<file path="config.mk">
export PLATFORM = sky130hd
export DESIGN_NAME = hl7_er7_escape_codec_unit
export DESIGN_NICKNAME = d
export VERILOG_FILES = /design/src/er7_pkg.sv /design/src/hl7_er7_escape_codec_unit.sv /design/src/er7_cfg_regs.sv /design/src/er7_step.sv /design/src/er7_out_buf.sv
export SDC_FILE = /design/constraint.sdc
export NUM_CORES = 1
export LEC_CHECK = 0
export BUFFER_PORTS_ARGS = -buffer_cell sky130_fd_sc_hd__buf_2
export CAP_MARGIN = 10
export CORE_MARGIN = 2
export CORE_UTILIZATION = 30
export DETAILED_ROUTE_END_ITERATION = 10
export GPL_ROUTABILITY_DRIVEN = 0
export GPL_TIMING_DRIVEN = 0
export PLACE_DENSITY = 0.5
export SLEW_MARGIN = 20
export SYNTH_ARGS = -nofsm -noshare
export SYNTH_HDL_FRONTEND = slang
export SYNTH_SLANG_ARGS = --single-unit
</file>
<file path="constraint.sdc">
create_clock -name clk_i -period 4.35 [get_ports clk_i]
set_clock_uncertainty 0.1 [all_clocks]
set_input_delay 0.87 -clock clk_i [delete_from_list [all_inputs] [get_ports clk_i]]
set_output_delay 0.87 -clock clk_i [all_outputs]
set_load 0.05 [all_outputs]
</file>
<file path="src/er7_pkg.sv">
// Shared types and constants for the HL7 ER7 escape codec.
package er7_pkg;

  localparam logic [7:0] CHAR_BACKSLASH = 8'h5C;
  localparam logic [7:0] CHAR_E         = 8'h45;
  localparam logic [7:0] CHAR_F         = 8'h46;
  localparam logic [7:0] CHAR_R         = 8'h52;
  localparam logic [7:0] CHAR_S         = 8'h53;
  localparam logic [7:0] CHAR_T         = 8'h54;

  localparam logic [7:0] RST_ESCAPE_CHAR       = 8'h5C;
  localparam logic [7:0] RST_FIELD_CHAR        = 8'h7C;
  localparam logic [7:0] RST_REPEAT_CHAR       = 8'h7E;
  localparam logic [7:0] RST_COMPONENT_CHAR    = 8'h5E;
  localparam logic [7:0] RST_SUBCOMPONENT_CHAR = 8'h26;

  typedef enum logic [2:0] {
    REG_UNESCAPE_MODE     = 3'd0,
    REG_FULL_SET          = 3'd1,
    REG_ESCAPE_CHAR       = 3'd2,
    REG_FIELD_CHAR        = 3'd3,
    REG_REPEAT_CHAR       = 3'd4,
    REG_COMPONENT_CHAR    = 3'd5,
    REG_SUBCOMPONENT_CHAR = 3'd6
  } er7_reg_e;

  typedef struct packed {
    logic [7:0] in_byte;
    logic       in_last;
  } er7_in_t;

  typedef struct packed {
    logic [7:0] out_byte;
    logic       byte_valid;
    logic       string_end;
    logic       run_last;
  } er7_out_t;

  typedef struct packed {
    logic       unescape_mode;
    logic       full_set;
    logic [7:0] escape_char;
    logic [7:0] field_char;
    logic [7:0] repeat_char;
    logic [7:0] component_char;
    logic [7:0] subcomponent_char;
  } er7_cfg_t;

  // Results of one input item, entry 0 goes out first.
  typedef struct packed {
    logic [1:0]          cnt;
    er7_out_t [2:0]      ent;
  } er7_bundle_t;

endpackage

</file>
<file path="src/hl7_er7_escape_codec_unit.sv">
// Top level of the HL7 ER7 escape codec.
// An accepted byte shows its first result in the next cycle, from a register.
// Each byte holds the input until its last result is taken: a plain byte has one
// result, an escaped delimiter three, a final unescape flush up to three.
// In unescape mode the first two bytes of a string give no result unless last.
// Reset (async, active low) restores register defaults and empties the stream state.
module hl7_er7_escape_codec_unit (
  input  logic              clk_i,
  input  logic              rst_ni,
  input  logic              in_valid_i,
  output logic              in_ready_o,
  input  er7_pkg::er7_in_t  in_i,
  output logic              out_valid_o,
  input  logic              out_ready_i,
  output er7_pkg::er7_out_t out_o,
  input  logic              cfg_valid_i,
  output logic              cfg_ready_o,
  input  logic [2:0]        cfg_index_i,
  input  logic [7:0]        cfg_data_i
);
  import er7_pkg::*;

  er7_cfg_t    cfg;
  er7_bundle_t bundle;
  logic        clear;
  logic        fire;
  logic        free;

  assign in_ready_o = free;
  assign fire       = in_valid_i & in_ready_o;

  er7_cfg_regs u_cfg (
    .clk_i       (clk_i),
    .rst_ni      (rst_ni),
    .cfg_valid_i (cfg_valid_i),
    .cfg_ready_o (cfg_ready_o),
    .cfg_index_i (cfg_index_i),
    .cfg_data_i  (cfg_data_i),
    .cfg_o       (cfg),
    .clear_o     (clear)
  );

  er7_step u_step (
    .clk_i    (clk_i),
    .rst_ni   (rst_ni),
    .fire_i   (fire),
    .clear_i  (clear),
    .in_i     (in_i),
    .cfg_i    (cfg),
    .bundle_o (bundle)
  );

  er7_out_buf u_out (
    .clk_i       (clk_i),
    .rst_ni      (rst_ni),
    .load_i      (fire),
    .bundle_i    (bundle),
    .free_o      (free),
    .out_valid_o (out_valid_o),
    .out_ready_i (out_ready_i),
    .out_o       (out_o)
  );

endmodule

</file>
<file path="src/er7_cfg_regs.sv">
// Configuration register file of the ER7 codec.
module er7_cfg_regs (
  input  logic              clk_i,
  input  logic              rst_ni,
  input  logic              cfg_valid_i,
  output logic              cfg_ready_o,
  input  logic [2:0]        cfg_index_i,
  input  logic [7:0]        cfg_data_i,
  output er7_pkg::er7_cfg_t cfg_o,
  output logic              clear_o
);
  import er7_pkg::*;

  er7_cfg_t cfg_q, cfg_d;
  logic     wr;

  assign cfg_ready_o = 1'b1;
  assign wr          = cfg_valid_i & cfg_ready_o;

  always_comb begin
    cfg_d   = cfg_q;
    clear_o = 1'b0;
    if (wr) begin
      case (cfg_index_i)
        REG_UNESCAPE_MODE: begin
          cfg_d.unescape_mode = cfg_data_i[0];
          clear_o             = 1'b1;
        end
        REG_FULL_SET:          cfg_d.full_set          = cfg_data_i[0];
        REG_ESCAPE_CHAR:       cfg_d.escape_char       = cfg_data_i;
        REG_FIELD_CHAR:        cfg_d.field_char        = cfg_data_i;
        REG_REPEAT_CHAR:       cfg_d.repeat_char       = cfg_data_i;
        REG_COMPONENT_CHAR:    cfg_d.component_char    = cfg_data_i;
        REG_SUBCOMPONENT_CHAR: cfg_d.subcomponent_char = cfg_data_i;
        default: ;
      endcase
    end
  end

  always_ff @(posedge clk_i or negedge rst_ni) begin
    if (!rst_ni) begin
      cfg_q.unescape_mode     <= 1'b0;
      cfg_q.full_set          <= 1'b1;
      cfg_q.escape_char       <= RST_ESCAPE_CHAR;
      cfg_q.field_char        <= RST_FIELD_CHAR;
      cfg_q.repeat_char       <= RST_REPEAT_CHAR;
      cfg_q.component_char    <= RST_COMPONENT_CHAR;
      cfg_q.subcomponent_char <= RST_SUBCOMPONENT_CHAR;
    end else begin
      cfg_q <= cfg_d;
    end
  end

  assign cfg_o = cfg_q;

endmodule

</file>
<file path="src/er7_step.sv">
// Per-byte escape and unescape logic with the lookahead state.
module er7_step (
  input  logic                 clk_i,
  input  logic                 rst_ni,
  input  logic                 fire_i,
  input  logic                 clear_i,
  input  er7_pkg::er7_in_t     in_i,
  input  er7_pkg::er7_cfg_t    cfg_i,
  output er7_pkg::er7_bundle_t bundle_o
);
  import er7_pkg::*;

  typedef struct packed {
    logic skip;
    logic print;
    logic drop;
  } er7_flags_t;

  typedef struct packed {
    er7_flags_t flags;
    logic       emit;
    logic [7:0] data;
  } er7_dec_t;

  logic [7:0] la_q [2];
  logic [7:0] la_d [2];
  logic [1:0] buf_cnt_q, buf_cnt_d;
  logic [1:0] seen_q, seen_d;
  er7_flags_t flags_q, flags_d;

  function automatic er7_dec_t decode_pos(er7_flags_t f, logic [7:0] b, logic has_next,
                                          logic [7:0] nxt, er7_cfg_t c);
    er7_dec_t   r;
    logic       hit;
    logic [7:0] d;
    r     = '{flags: f, emit: 1'b0, data: b};
    hit   = 1'b1;
    d     = c.escape_char;
    if (nxt == CHAR_E) d = c.escape_char;
    else if (nxt == CHAR_F && c.full_set) d = c.field_char;
    else if (nxt == CHAR_R && c.full_set) d = c.repeat_char;
    else if (nxt == CHAR_S) d = c.component_char;
    else if (nxt == CHAR_T) d = c.subcomponent_char;
    else hit = 1'b0;
    if (f.drop) begin
      r.flags.drop = 1'b0;
    end else if (b != CHAR_BACKSLASH) begin
      r.emit = 1'b1;
    end else if (f.skip) begin
      r.flags.skip = 1'b0;
      if (f.print) begin
        r.emit        = 1'b1;
        r.data        = CHAR_BACKSLASH;
        r.flags.print = 1'b0;
      end
    end else begin
      r.flags.skip = 1'b1;
      if (has_next) begin
        r.emit = 1'b1;
        if (hit) begin
          r.data       = d;
          r.flags.drop = 1'b1;
        end else begin
          r.data        = CHAR_BACKSLASH;
          r.flags.print = 1'b1;
        end
      end
    end
    return r;
  endfunction

  er7_dec_t   dec0, dec1, dec2;
  logic [1:0] total;
  logic [1:0] n;
  logic       ln0, ln1, ln2;
  logic [7:0] lb0, lb1, lb2;
  logic [7:0] b;
  logic       last;

  assign b    = in_i.in_byte;
  assign last = in_i.in_last;

  always_comb begin
    dec0 = decode_pos(flags_q, la_q[0], 1'b1, la_q[1], cfg_i);
    dec1 = decode_pos(dec0.flags, la_q[1], 1'b0, 8'h00, cfg_i);
    dec2 = decode_pos(dec1.flags, b, 1'b0, 8'h00, cfg_i);
  end

  always_comb begin
    total     = (seen_q == 2'd3) ? 2'd3 : seen_q + 2'd1;
    la_d      = la_q;
    buf_cnt_d = buf_cnt_q;
    seen_d    = seen_q;
    flags_d   = flags_q;
    {ln0, ln1, ln2} = 3'b000;
    {lb0, lb1, lb2} = {3{8'h00}};
    if (!cfg_i.unescape_mode) begin
      if (b == cfg_i.escape_char) begin
        {ln0, ln1, ln2} = 3'b111;
        {lb0, lb1, lb2} = {CHAR_BACKSLASH, CHAR_E, CHAR_BACKSLASH};
      end else if (cfg_i.full_set && b == cfg_i.field_char) begin
        {ln0, ln1, ln2} = 3'b111;
        {lb0, lb1, lb2} = {CHAR_BACKSLASH, CHAR_F, CHAR_BACKSLASH};
      end else if (cfg_i.full_set && b == cfg_i.repeat_char) begin
        {ln0, ln1, ln2} = 3'b111;
        {lb0, lb1, lb2} = {CHAR_BACKSLASH, CHAR_R, CHAR_BACKSLASH};
      end else if (b == cfg_i.component_char) begin
        {ln0, ln1, ln2} = 3'b111;
        {lb0, lb1, lb2} = {CHAR_BACKSLASH, CHAR_S, CHAR_BACKSLASH};
      end else if (b == cfg_i.subcomponent_char) begin
        {ln0, ln1, ln2} = 3'b111;
        {lb0, lb1, lb2} = {CHAR_BACKSLASH, CHAR_T, CHAR_BACKSLASH};
      end else begin
        ln0 = 1'b1;
        lb0 = b;
      end
    end else if (!last) begin
      if (buf_cnt_q >= 2'd2) begin
        ln0     = dec0.emit;
        lb0     = dec0.data;
        flags_d = dec0.flags;
        la_d[0] = la_q[1];
        la_d[1] = b;
      end else begin
        la_d[buf_cnt_q[0]] = b;
        buf_cnt_d          = buf_cnt_q + 2'd1;
      end
      seen_d = total;
    end else begin
      if (total != 2'd3) begin
        // Short string: replay what is held, then this byte
        ln0 = buf_cnt_q >= 2'd1;
        lb0 = la_q[0];
        ln1 = buf_cnt_q >= 2'd2;
        lb1 = la_q[1];
        ln2 = 1'b1;
        lb2 = b;
      end else begin
        ln0 = dec0.emit;
        lb0 = dec0.data;
        ln1 = dec1.emit;
        lb1 = dec1.data;
        ln2 = dec2.emit;
        lb2 = dec2.data;
      end
      buf_cnt_d = 2'd0;
      seen_d    = 2'd0;
      flags_d   = '0;
    end
  end

  // Pack the emitted bytes towards entry 0 and tag the final one.
  always_comb begin
    bundle_o.ent = '0;
    n            = 2'd0;
    if (ln0) begin
      bundle_o.ent[n] = '{out_byte: lb0, byte_valid: 1'b1, string_end: 1'b0, run_last: 1'b0};
      n = n + 2'd1;
    end
    if (ln1) begin
      bundle_o.ent[n] = '{out_byte: lb1, byte_valid: 1'b1, string_end: 1'b0, run_last: 1'b0};
      n = n + 2'd1;
    end
    if (ln2) begin
      bundle_o.ent[n] = '{out_byte: lb2, byte_valid: 1'b1, string_end: 1'b0, run_last: 1'b0};
      n = n + 2'd1;
    end
    if (n == 2'd0 && cfg_i.unescape_mode && last) begin
      // Empty flush: end marker only
      bundle_o.ent[0] = '0;
      n = 2'd1;
    end
    if (n != 2'd0) begin
      bundle_o.ent[n - 2'd1].run_last   = 1'b1;
      bundle_o.ent[n - 2'd1].string_end = last;
    end
    bundle_o.cnt = n;
  end

  always_ff @(posedge clk_i or negedge rst_ni) begin
    if (!rst_ni) begin
      buf_cnt_q <= 2'd0;
      seen_q    <= 2'd0;
      flags_q   <= '0;
    end else if (clear_i) begin
      buf_cnt_q <= 2'd0;
      seen_q    <= 2'd0;
      flags_q   <= '0;
    end else if (fire_i) begin
      buf_cnt_q <= buf_cnt_d;
      seen_q    <= seen_d;
      flags_q   <= flags_d;
    end
  end

  always_ff @(posedge clk_i) begin
    if (fire_i) begin
      la_q <= la_d;
    end
  end

endmodule

</file>
<file path="src/er7_out_buf.sv">
// Result register that hands out up to three results, one per transfer.
module er7_out_buf (
  input  logic                 clk_i,
  input  logic                 rst_ni,
  input  logic                 load_i,
  input  er7_pkg::er7_bundle_t bundle_i,
  output logic                 free_o,
  output logic                 out_valid_o,
  input  logic                 out_ready_i,
  output er7_pkg::er7_out_t    out_o
);
  import er7_pkg::*;

  er7_out_t [2:0] ent_q;
  logic [1:0]     cnt_q;
  logic           pop;

  assign out_valid_o = cnt_q != 2'd0;
  assign pop         = out_valid_o & out_ready_i;
  assign free_o      = (cnt_q == 2'd0) | ((cnt_q == 2'd1) & out_ready_i);
  assign out_o       = ent_q[0];

  always_ff @(posedge clk_i or negedge rst_ni) begin
    if (!rst_ni) begin
      cnt_q <= 2'd0;
    end else if (load_i) begin
      cnt_q <= bundle_i.cnt;
    end else if (pop) begin
      cnt_q <= cnt_q - 2'd1;
    end
  end

  always_ff @(posedge clk_i) begin
    if (load_i) begin
      ent_q <= bundle_i.ent;
    end else if (pop) begin
      // advance the queue
      ent_q[0] <= ent_q[1];
      ent_q[1] <= ent_q[2];
    end
  end

endmodule

</file>
==> impl_metrics.env, run 1 <==
export IMPL_vdd_ir_drop_worst_mv=0.222
export IMPL_drv_cap=0
export IMPL_core_area_um2=20300
export IMPL_tritoncts_clock_tree="built"
export IMPL_path_max_fanout=10
export IMPL_instances_no_fill=942
export IMPL_met1Wirelength_um=8210
export IMPL_crit_path_max_incr_delay_ns=0.78
export IMPL_detailedPlacementHpwl_um=14100
export IMPL_period_utilization=0.976
export IMPL_timing_final_setup_violations=0
export IMPL_fillCellCount=2096
export IMPL_place_detailed_instances=923
export IMPL_critPathKind="flip-flop to flip-flop"
export IMPL_clock_path_buffers=2
export IMPL_p_leak_nw=2.58
export IMPL_synthToLayoutAreaGrowth_pct=15.1
export IMPL_synthesized_area_divided_by_synthesized_cell_count_um2=10.1
export IMPL_synth_largest_area_cell="sky130_fd_sc_hd__edfxtp_1"
export IMPL_synth_seq_area_share=0.445
export IMPL_finalWorstPathRequiredPeriod_ns=4.24
export IMPL_synth_edf_count=49
export IMPL_design_die_area_um2=22000
export IMPL_cp_data_arrival_time_ns=4.26
export IMPL_synthTopCellsByCount="69 x sky130_fd_sc_hd__nand2_1, 49 x sky130_fd_sc_hd__edfxtp_1, 45 x sky130_fd_sc_hd__nor2_1"
export IMPL_timing_critical_path_required_ns=4.37
export IMPL_post_drt_wl_per_cell_um=20.1
export IMPL_die_x_um=148
export IMPL_crit_end="u_out.out_o[6]$_DFFE_PP_"
export IMPL_initial_core_util=0.307
export IMPL_post_synth_num_cell_types=80
export IMPL_timing_critical_path_slowest_stage_cell="sky130_fd_sc_hd__or4b_2"
export IMPL_crit_startpoint="u_step.la_q[5]$_DFFE_PP_"
export IMPL_met3_wirelength_um=1340
export IMPL_io_buffer_count=34
export IMPL_whs_ns=0.413
export IMPL_antenna_found_initial=0
export IMPL_worstReg2RegEnd="u_out.out_o[6]$_DFFE_PP_"
export IMPL_ys_top_cells_by_area="sky130_fd_sc_hd__edfxtp_1 24%, sky130_fd_sc_hd__dfrtp_1 11%, sky130_fd_sc_hd__dfstp_2 10%"
export IMPL_critical_path_buf_inv_count=1
export IMPL_synthesis_instances=618
export IMPL_crit_reg2reg_launch="u_step.la_q[5]$_DFFE_PP_"
export IMPL_wl_met2_um=9050
export IMPL_crit_path_end_kind="flip-flop"
export IMPL_global_route_wire_length_before_repair_um=30000
export IMPL_cellPowerDensity_nw_per_um2=538
export IMPL_setup_worst_path_start_class="flip-flop"
export IMPL_critical_path_cell_chain="or4b_2 -> a311oi_2 -> a31oi_1 -> nor2_1 -> a311oi_4 -> inv_1 -> ha_1 -> nand2_1 -> a211oi_2 -> a21oi_1 -> a2bb2oi_1 -> a22o_1"
export IMPL_ff2ff_setup_slack_ns=0.11
export IMPL_timing_hold_violations_final=0
export IMPL_netlist_area_um2=6240
export IMPL_antenna_nets_post_route=0
export IMPL_synth_yosys_warnings=0
export IMPL_cts_sinks=100
export IMPL_worstMarginPinSlew_ns=0.939
export IMPL_synth_most_common_cell="sky130_fd_sc_hd__nand2_1"
export IMPL_slew_headroom=0.365
export IMPL_drv_slew=0
export IMPL_via_count_of_the_first_global_routing_pass=5193
export IMPL_die_h_um=148
export IMPL_vias_per_cell=5.59
export IMPL_post_route_drc_count=0
export IMPL_worst_skew_pair_late_latency_ns=0.36
export IMPL_grt_use_total=0.178
export IMPL_unrepaired_setup_endpoints_after_global_routing="yes"
export IMPL_total_number_of_h_tree_levels=3
export IMPL_clock_root_buffer="sky130_fd_sc_hd__clkbuf_16"
export IMPL_largest_net_degree_at_the_start_of_global_routing=52
export IMPL_final_layout_size_suffix_gt1_frac=0.266
export IMPL_path_delay_family="compound AO/OA/AOI/OAI gates"
export IMPL_ys_seq_elements=100
export IMPL_path_clk_slew_ns=0.07
export IMPL_ff2ff_path_depth=12
export IMPL_grt_overflow_total=0
export IMPL_nNetsFinal=700
export IMPL_maxClockFrequency_mhz=236
export IMPL_cts_inserted_buffers=9
export IMPL_core_rowCount=52
export IMPL_postSynth_asyncResetShare=0.510
export IMPL_routed_wl_um=19000
export IMPL_initialDrtViolationCount=426
export IMPL_num_io_pins=39
export IMPL_critical_path_cell_count=12
export IMPL_antenna_diode_count=0
export IMPL_synth_top_area_share=0.236
export IMPL_drt_first_pass_iters=5
export IMPL_synth_ff_type="sky130_fd_sc_hd__edfxtp_1"
export IMPL_result_of_the_run="completed"
export IMPL_syn_num_nets=651
export IMPL_vias=5270
export IMPL_postCtsHoldBufs=0
export IMPL_hold_path_class="flip-flop to flip-flop"
export IMPL_highest_layer="met4"
## cell type report
class	count	area [µm²]	area share
Multi-Input combinational cell	462	3280	0.457
Sequential cell	100	2780	0.387
Tap cell	270	338	0.0470
Clock buffer	12	278	0.0387
Buffer	41	211	0.0294
Timing Repair Buffer	38	203	0.0282
Inverter	15	60.1	0.00836
Clock inverter	4	35.0	0.00488
## state kept, by name, summed over array words and instances, names as in the netlist
register          cells
u_cfg.cfg_o          42
u_out.ent_q          22
u_step.la_q          16
u_out.out_o          11
u_step.flags_q        3
u_out.cnt_q           2
u_step.buf_cnt_q      2
u_step.seen_q         2
## layout by cell type (no fill, tap or decap), drive strengths merged, types with 23 or more instances in the layout
cell / count
buf: 61
o21ai: 31
nand2: 69
xnor2: 41
a21oi: 23
nor2: 46
mux2: 42
clkbuf: 30
dfrtp: 27
edfxtp: 49
dfstp: 24
## layer usage
layer / global-route usage / vias to the layer above
li1: - / 2404
met2: 0.296 / 234
met4: 0.0495 / 0
met5: 0 / -
met3: 0.0402 / 29
met1: 0.233 / 2603
## timing repair
action                                 CTS  global route
endpoints found under the hold margin    0             0
pin swaps                                1             1
cloned                                   0             0
setup endpoints to repair               17            14
setup buffers                            1             2
resized for setup                        3             9
## stage by stage
| stage | instance area (µm²) | setup TNS [ns] | utilization | total power [mW] | setup slack [ns] |
|---|---|---|---|---|---|
| finish | 7180 | 0 | 0.354 | 3.86 | 0.105 |
| global route | 7180 | -0.0269 | 0.354 | 4.09 | -0.0155 |
| CTS | 7130 | 0 | 0.351 | 3.86 | 0.00658 |
| detailed placement | 6780 | -13.56 | 0.334 | 2.99 | -0.964 |
| global placement | 6750 | -13.91 | 0.332 | 2.96 | -1.05 |
| floorplan | 6240 | 0 | - | 2.57 | 0.149 |
## worst register-to-register path: cells and delay by family, from the launching register on
family	cells	cell delay (ns)
AND/OR/NAND/NOR	3	1.07
adder cells (fa/ha/maj)	1	0.18
flip-flops	1	0.55
buffers and inverters	1	0.08
AO/OA/AOI/OAI	7	2.02
## cell families (layout without fill, tap and decap cells)
kind of cell | count (synthesis) | count (layout) | share of synthesized area
buffers and inverters | 56 | 110 | 0.0429
xor gates and xnor gates | 42 | 42 | 0.0601
adders and majority gates | 8 | 8 | 0.0160
and+or+nand+nor | 220 | 220 | 0.183
other | 1 | 1 | 0.000601
muxes | 46 | 46 | 0.0822
DFF | 100 | 100 | 0.445
AOI/OAI and AO/OA | 145 | 145 | 0.170
## worst min-delay path by stage
stage	startpoint	endpoint	cells past startpoint
floorplan	u_out.cnt_q[1]$_DFFE_PN0P_	u_out.cnt_q[1]$_DFFE_PN0P_	2
global placement	u_out.cnt_q[1]$_DFFE_PN0P_	u_out.cnt_q[1]$_DFFE_PN0P_	2
detailed placement	u_out.cnt_q[1]$_DFFE_PN0P_	u_out.cnt_q[1]$_DFFE_PN0P_	2
CTS	u_out.cnt_q[1]$_DFFE_PN0P_	u_out.cnt_q[1]$_DFFE_PN0P_	2
global route	u_out.ent_q[16]$_DFFE_PP_	u_out.out_o[5]$_DFFE_PP_	1
finish	u_out.cnt_q[1]$_DFFE_PN0P_	u_out.cnt_q[1]$_DFFE_PN0P_	2
## power by group
part	switching (mW)	internal (mW)
logic	0.949	0.563
clock network	0.374	0.462
registers	0.181	1.34
No activity file was read; power rests on OpenSTA's default activity.
==> inputs of run 2 (changes only) <==
--- a/config.mk
+++ b/config.mk
@@ -13,6 +13,7 @@
 export GPL_ROUTABILITY_DRIVEN = 0
 export GPL_TIMING_DRIVEN = 0
 export PLACE_DENSITY = 0.5
+export RECOVER_POWER = 25
 export SLEW_MARGIN = 20
 export SYNTH_ARGS = -nofsm -noshare
 export SYNTH_HDL_FRONTEND = slang
==> run 2 against run 1 <==
  * The flow now finishes with violations (max-capacitance violations, max-slew violations)
  * First-iteration DRC count shrank 0.47%
  * Sequential share of layout area is essentially flat
  * Power is essentially flat
  * Via count is essentially flat
  * Sequential cell count is the same
  * Register-to-register slack is essentially flat
  * Final cell count is the same
  * Routed wire length is essentially flat
  * Core utilization is essentially flat
  * Final area is essentially flat
==> impl_metrics.env, run 2 (synthesis gave the netlist of run 1 again) <==
export IMPL_cp_data_arrival_time_ns=4.27
export IMPL_crit_path_end_kind="flip-flop"
export IMPL_ff2ff_setup_slack_ns=0.1
export IMPL_post_drt_wl_per_cell_um=20.1
export IMPL_total_number_of_h_tree_levels=3
export IMPL_period_utilization=0.978
export IMPL_design_die_area_um2=22000
export IMPL_crit_reg2reg_launch="u_step.la_q[3]$_DFFE_PP_"
export IMPL_drv_cap=1
export IMPL_setup_worst_path_start_class="flip-flop"
export IMPL_final_layout_size_suffix_gt1_frac=0.263
export IMPL_antenna_nets_post_route=0
export IMPL_most_common_layout_cells="69 x sky130_fd_sc_hd__nand2_1, 49 x sky130_fd_sc_hd__edfxtp_1, 42 x sky130_fd_sc_hd__buf_2, 42 x sky130_fd_sc_hd__mux2_2, 41 x sky130_fd_sc_hd__nor2_1"
export IMPL_vias_per_cell=5.60
export IMPL_antenna_found_initial=0
export IMPL_synthToLayoutAreaGrowth_pct=15.0
export IMPL_result_of_the_run="finished with violations"
export IMPL_drv_slew=52
export IMPL_drt_first_pass_iters=5
export IMPL_die_x_um=148
export IMPL_critPathKind="flip-flop to flip-flop"
export IMPL_routed_wl_um=19000
export IMPL_hold_path_class="flip-flop to flip-flop"
export IMPL_timing_critical_path_required_ns=4.37
export IMPL_global_route_wire_length_before_repair_um=30000
export IMPL_ff2ff_path_depth=12
export IMPL_detailedPlacementHpwl_um=14100
export IMPL_power_share_sequential=0.393
export IMPL_maxClockFrequency_mhz=235
export IMPL_min_delay_start="u_out.cnt_q[1]$_DFFE_PN0P_"
export IMPL_nNetsFinal=700
export IMPL_combined_area_of_the_multi_input_logic_cells_um2=3280
export IMPL_dp_worst_setup_slack_ns=-0.964
export IMPL_path_clk_slew_ns=0.07
export IMPL_comb_power_share=0.391
export IMPL_clock_root_buffer="sky130_fd_sc_hd__clkbuf_16"
export IMPL_cellPowerDensity_nw_per_um2=538
export IMPL_worstMarginPinSlew_ns=2.84
export IMPL_total_switching_power_mw=1.50
export IMPL_slew_headroom=-0.897
export IMPL_final_common_cell="sky130_fd_sc_hd__nand2_1"
export IMPL_unrepaired_setup_endpoints_after_global_routing="yes"
export IMPL_fillCellCount=2094
export IMPL_timing_final_ws_setup_ns=0.0952
export IMPL_num_io_pins=39
export IMPL_clock_path_buffers=2
export IMPL_switching_share_of_total_power=0.389
export IMPL_cts_sinks=100
export IMPL_vdd_ir_drop_worst_mv=0.221
export IMPL_largest_net_degree_at_the_start_of_global_routing=52
export IMPL_share_clk_of_total_power=0.217
export IMPL_tritoncts_clock_tree="built"
export IMPL_min_to="u_out.cnt_q[1]$_DFFE_PN0P_"
export IMPL_post_route_drc_count=0
export IMPL_finalWorstPathRequiredPeriod_ns=4.25
export IMPL_core_rowCount=52
export IMPL_vias=5274
export IMPL_worst_skew_pair_late_latency_ns=0.36
export IMPL_cts_inserted_buffers=9
export IMPL_grt_overflow_total=0
export IMPL_io_buffer_count=34
export IMPL_initialDrtViolationCount=424
export IMPL_timing_final_setup_violations=0
export IMPL_p_leak_nw=2.58
export IMPL_path_max_fanout=10
export IMPL_initial_core_util=0.307
export IMPL_timing_hold_violations_final=0
export IMPL_core_area_um2=20300
export IMPL_worstReg2RegEnd="u_out.out_o[6]$_DFFE_PP_"
export IMPL_grt_use_total=0.178
export IMPL_regArea_um2=2780
export IMPL_internal_power_mw=2.36
export IMPL_failed_checks="max-capacitance violations, max-slew violations"
export IMPL_post_route_total_power_mw=3.86
export IMPL_die_h_um=148
export IMPL_antenna_diode_count=0
export IMPL_number_of_flip_flops_under_the_largest_register_name=42
export IMPL_via_count_of_the_first_global_routing_pass=5193
export IMPL_number_of_cells_on_the_worst_hold_path=2
run 2: repair_timing:
item	CTS	global route
setup endpoints to repair	17	14
gates cloned	0	0
buffers inserted	1	2
hold buffers	0	0
resized for setup	3	9
pin swaps	1	1
run 2: critical path, stage by stage, from the launching register on:
cell and delay (ns):
sky130_fd_sc_hd__edfxtp_1 0.52, sky130_fd_sc_hd__or4b_2 0.80, sky130_fd_sc_hd__a311oi_2 0.54, sky130_fd_sc_hd__a31oi_1 0.17
sky130_fd_sc_hd__nor2_1 0.19, sky130_fd_sc_hd__a311oi_4 0.08, sky130_fd_sc_hd__inv_1 0.08, sky130_fd_sc_hd__ha_1 0.18
sky130_fd_sc_hd__nand2_1 0.08, sky130_fd_sc_hd__a211oi_2 0.67, sky130_fd_sc_hd__a21oi_1 0.16, sky130_fd_sc_hd__a2bb2oi_1 0.19
sky130_fd_sc_hd__a22o_1 0.23
run 2: final cells by class:
type,instances,area share
Clock inverter,4,0.00488
Tap cell,270,0.0471
Multi-Input combinational cell,462,0.457
Buffer,41,0.0295
Sequential cell,100,0.387
Clock buffer,12,0.0387
Inverter,15,0.00837
Timing Repair Buffer,38,0.0275
run 2: worst max-delay path by stage:
stage / start / endpoint / slack [ns] / cells after the start
after global routing: in_i[7] / u_out.out_o[7]$_DFFE_PP_ / -0.02 / 13
after detailed placement: in_i[4] / u_out.ent_q[20]$_DFFE_PP_ / -0.96 / 14
after global placement: in_i[4] / u_out.ent_q[20]$_DFFE_PP_ / -1.05 / 14
final: u_step.la_q[3]$_DFFE_PP_ / u_out.out_o[6]$_DFFE_PP_ / 0.1 / 12
after floorplan: in_i[8] / u_out.out_o[7]$_DFFE_PP_ / 0.15 / 12
after CTS: in_i[8] / u_out.out_o[7]$_DFFE_PP_ / 0.007 / 13
run 2: through the flow:
stage / setup TNS, ns / hold WS (ns) / utilization / instances / cell area (µm²)
after global routing: -0.0269 / 0.459 / 0.354 / 942 / 7180
after CTS: 0 / 0.418 / 0.351 / 940 / 7130
after detailed placement: -13.56 / 0.403 / 0.334 / 923 / 6780
after global placement: -13.91 / 0.402 / 0.332 / 922 / 6750
after floorplan: 0 / 0.381 / - / 618 / 6240
final: 0 / 0.412 / 0.354 / 942 / 7180
run 2: routing by layer:
metal  wire length (µm)  GRT usage  up-vias
li1                   -          -     2403
met1               8300      0.233     2597
met2               9040      0.296      242
met3               1240     0.0402       32
met4                364     0.0495        0
met5                  0          0        -
run 2: power by group through the flow:
stage	sequential (mW)	combinational [mW]	clock (mW)
floorplan	1.46	1.12	0
global placement	1.52	1.44	0
detailed placement	1.53	1.46	0
CTS	1.51	1.48	0.861
global route	1.54	1.65	0.901
finish	1.52	1.51	0.837
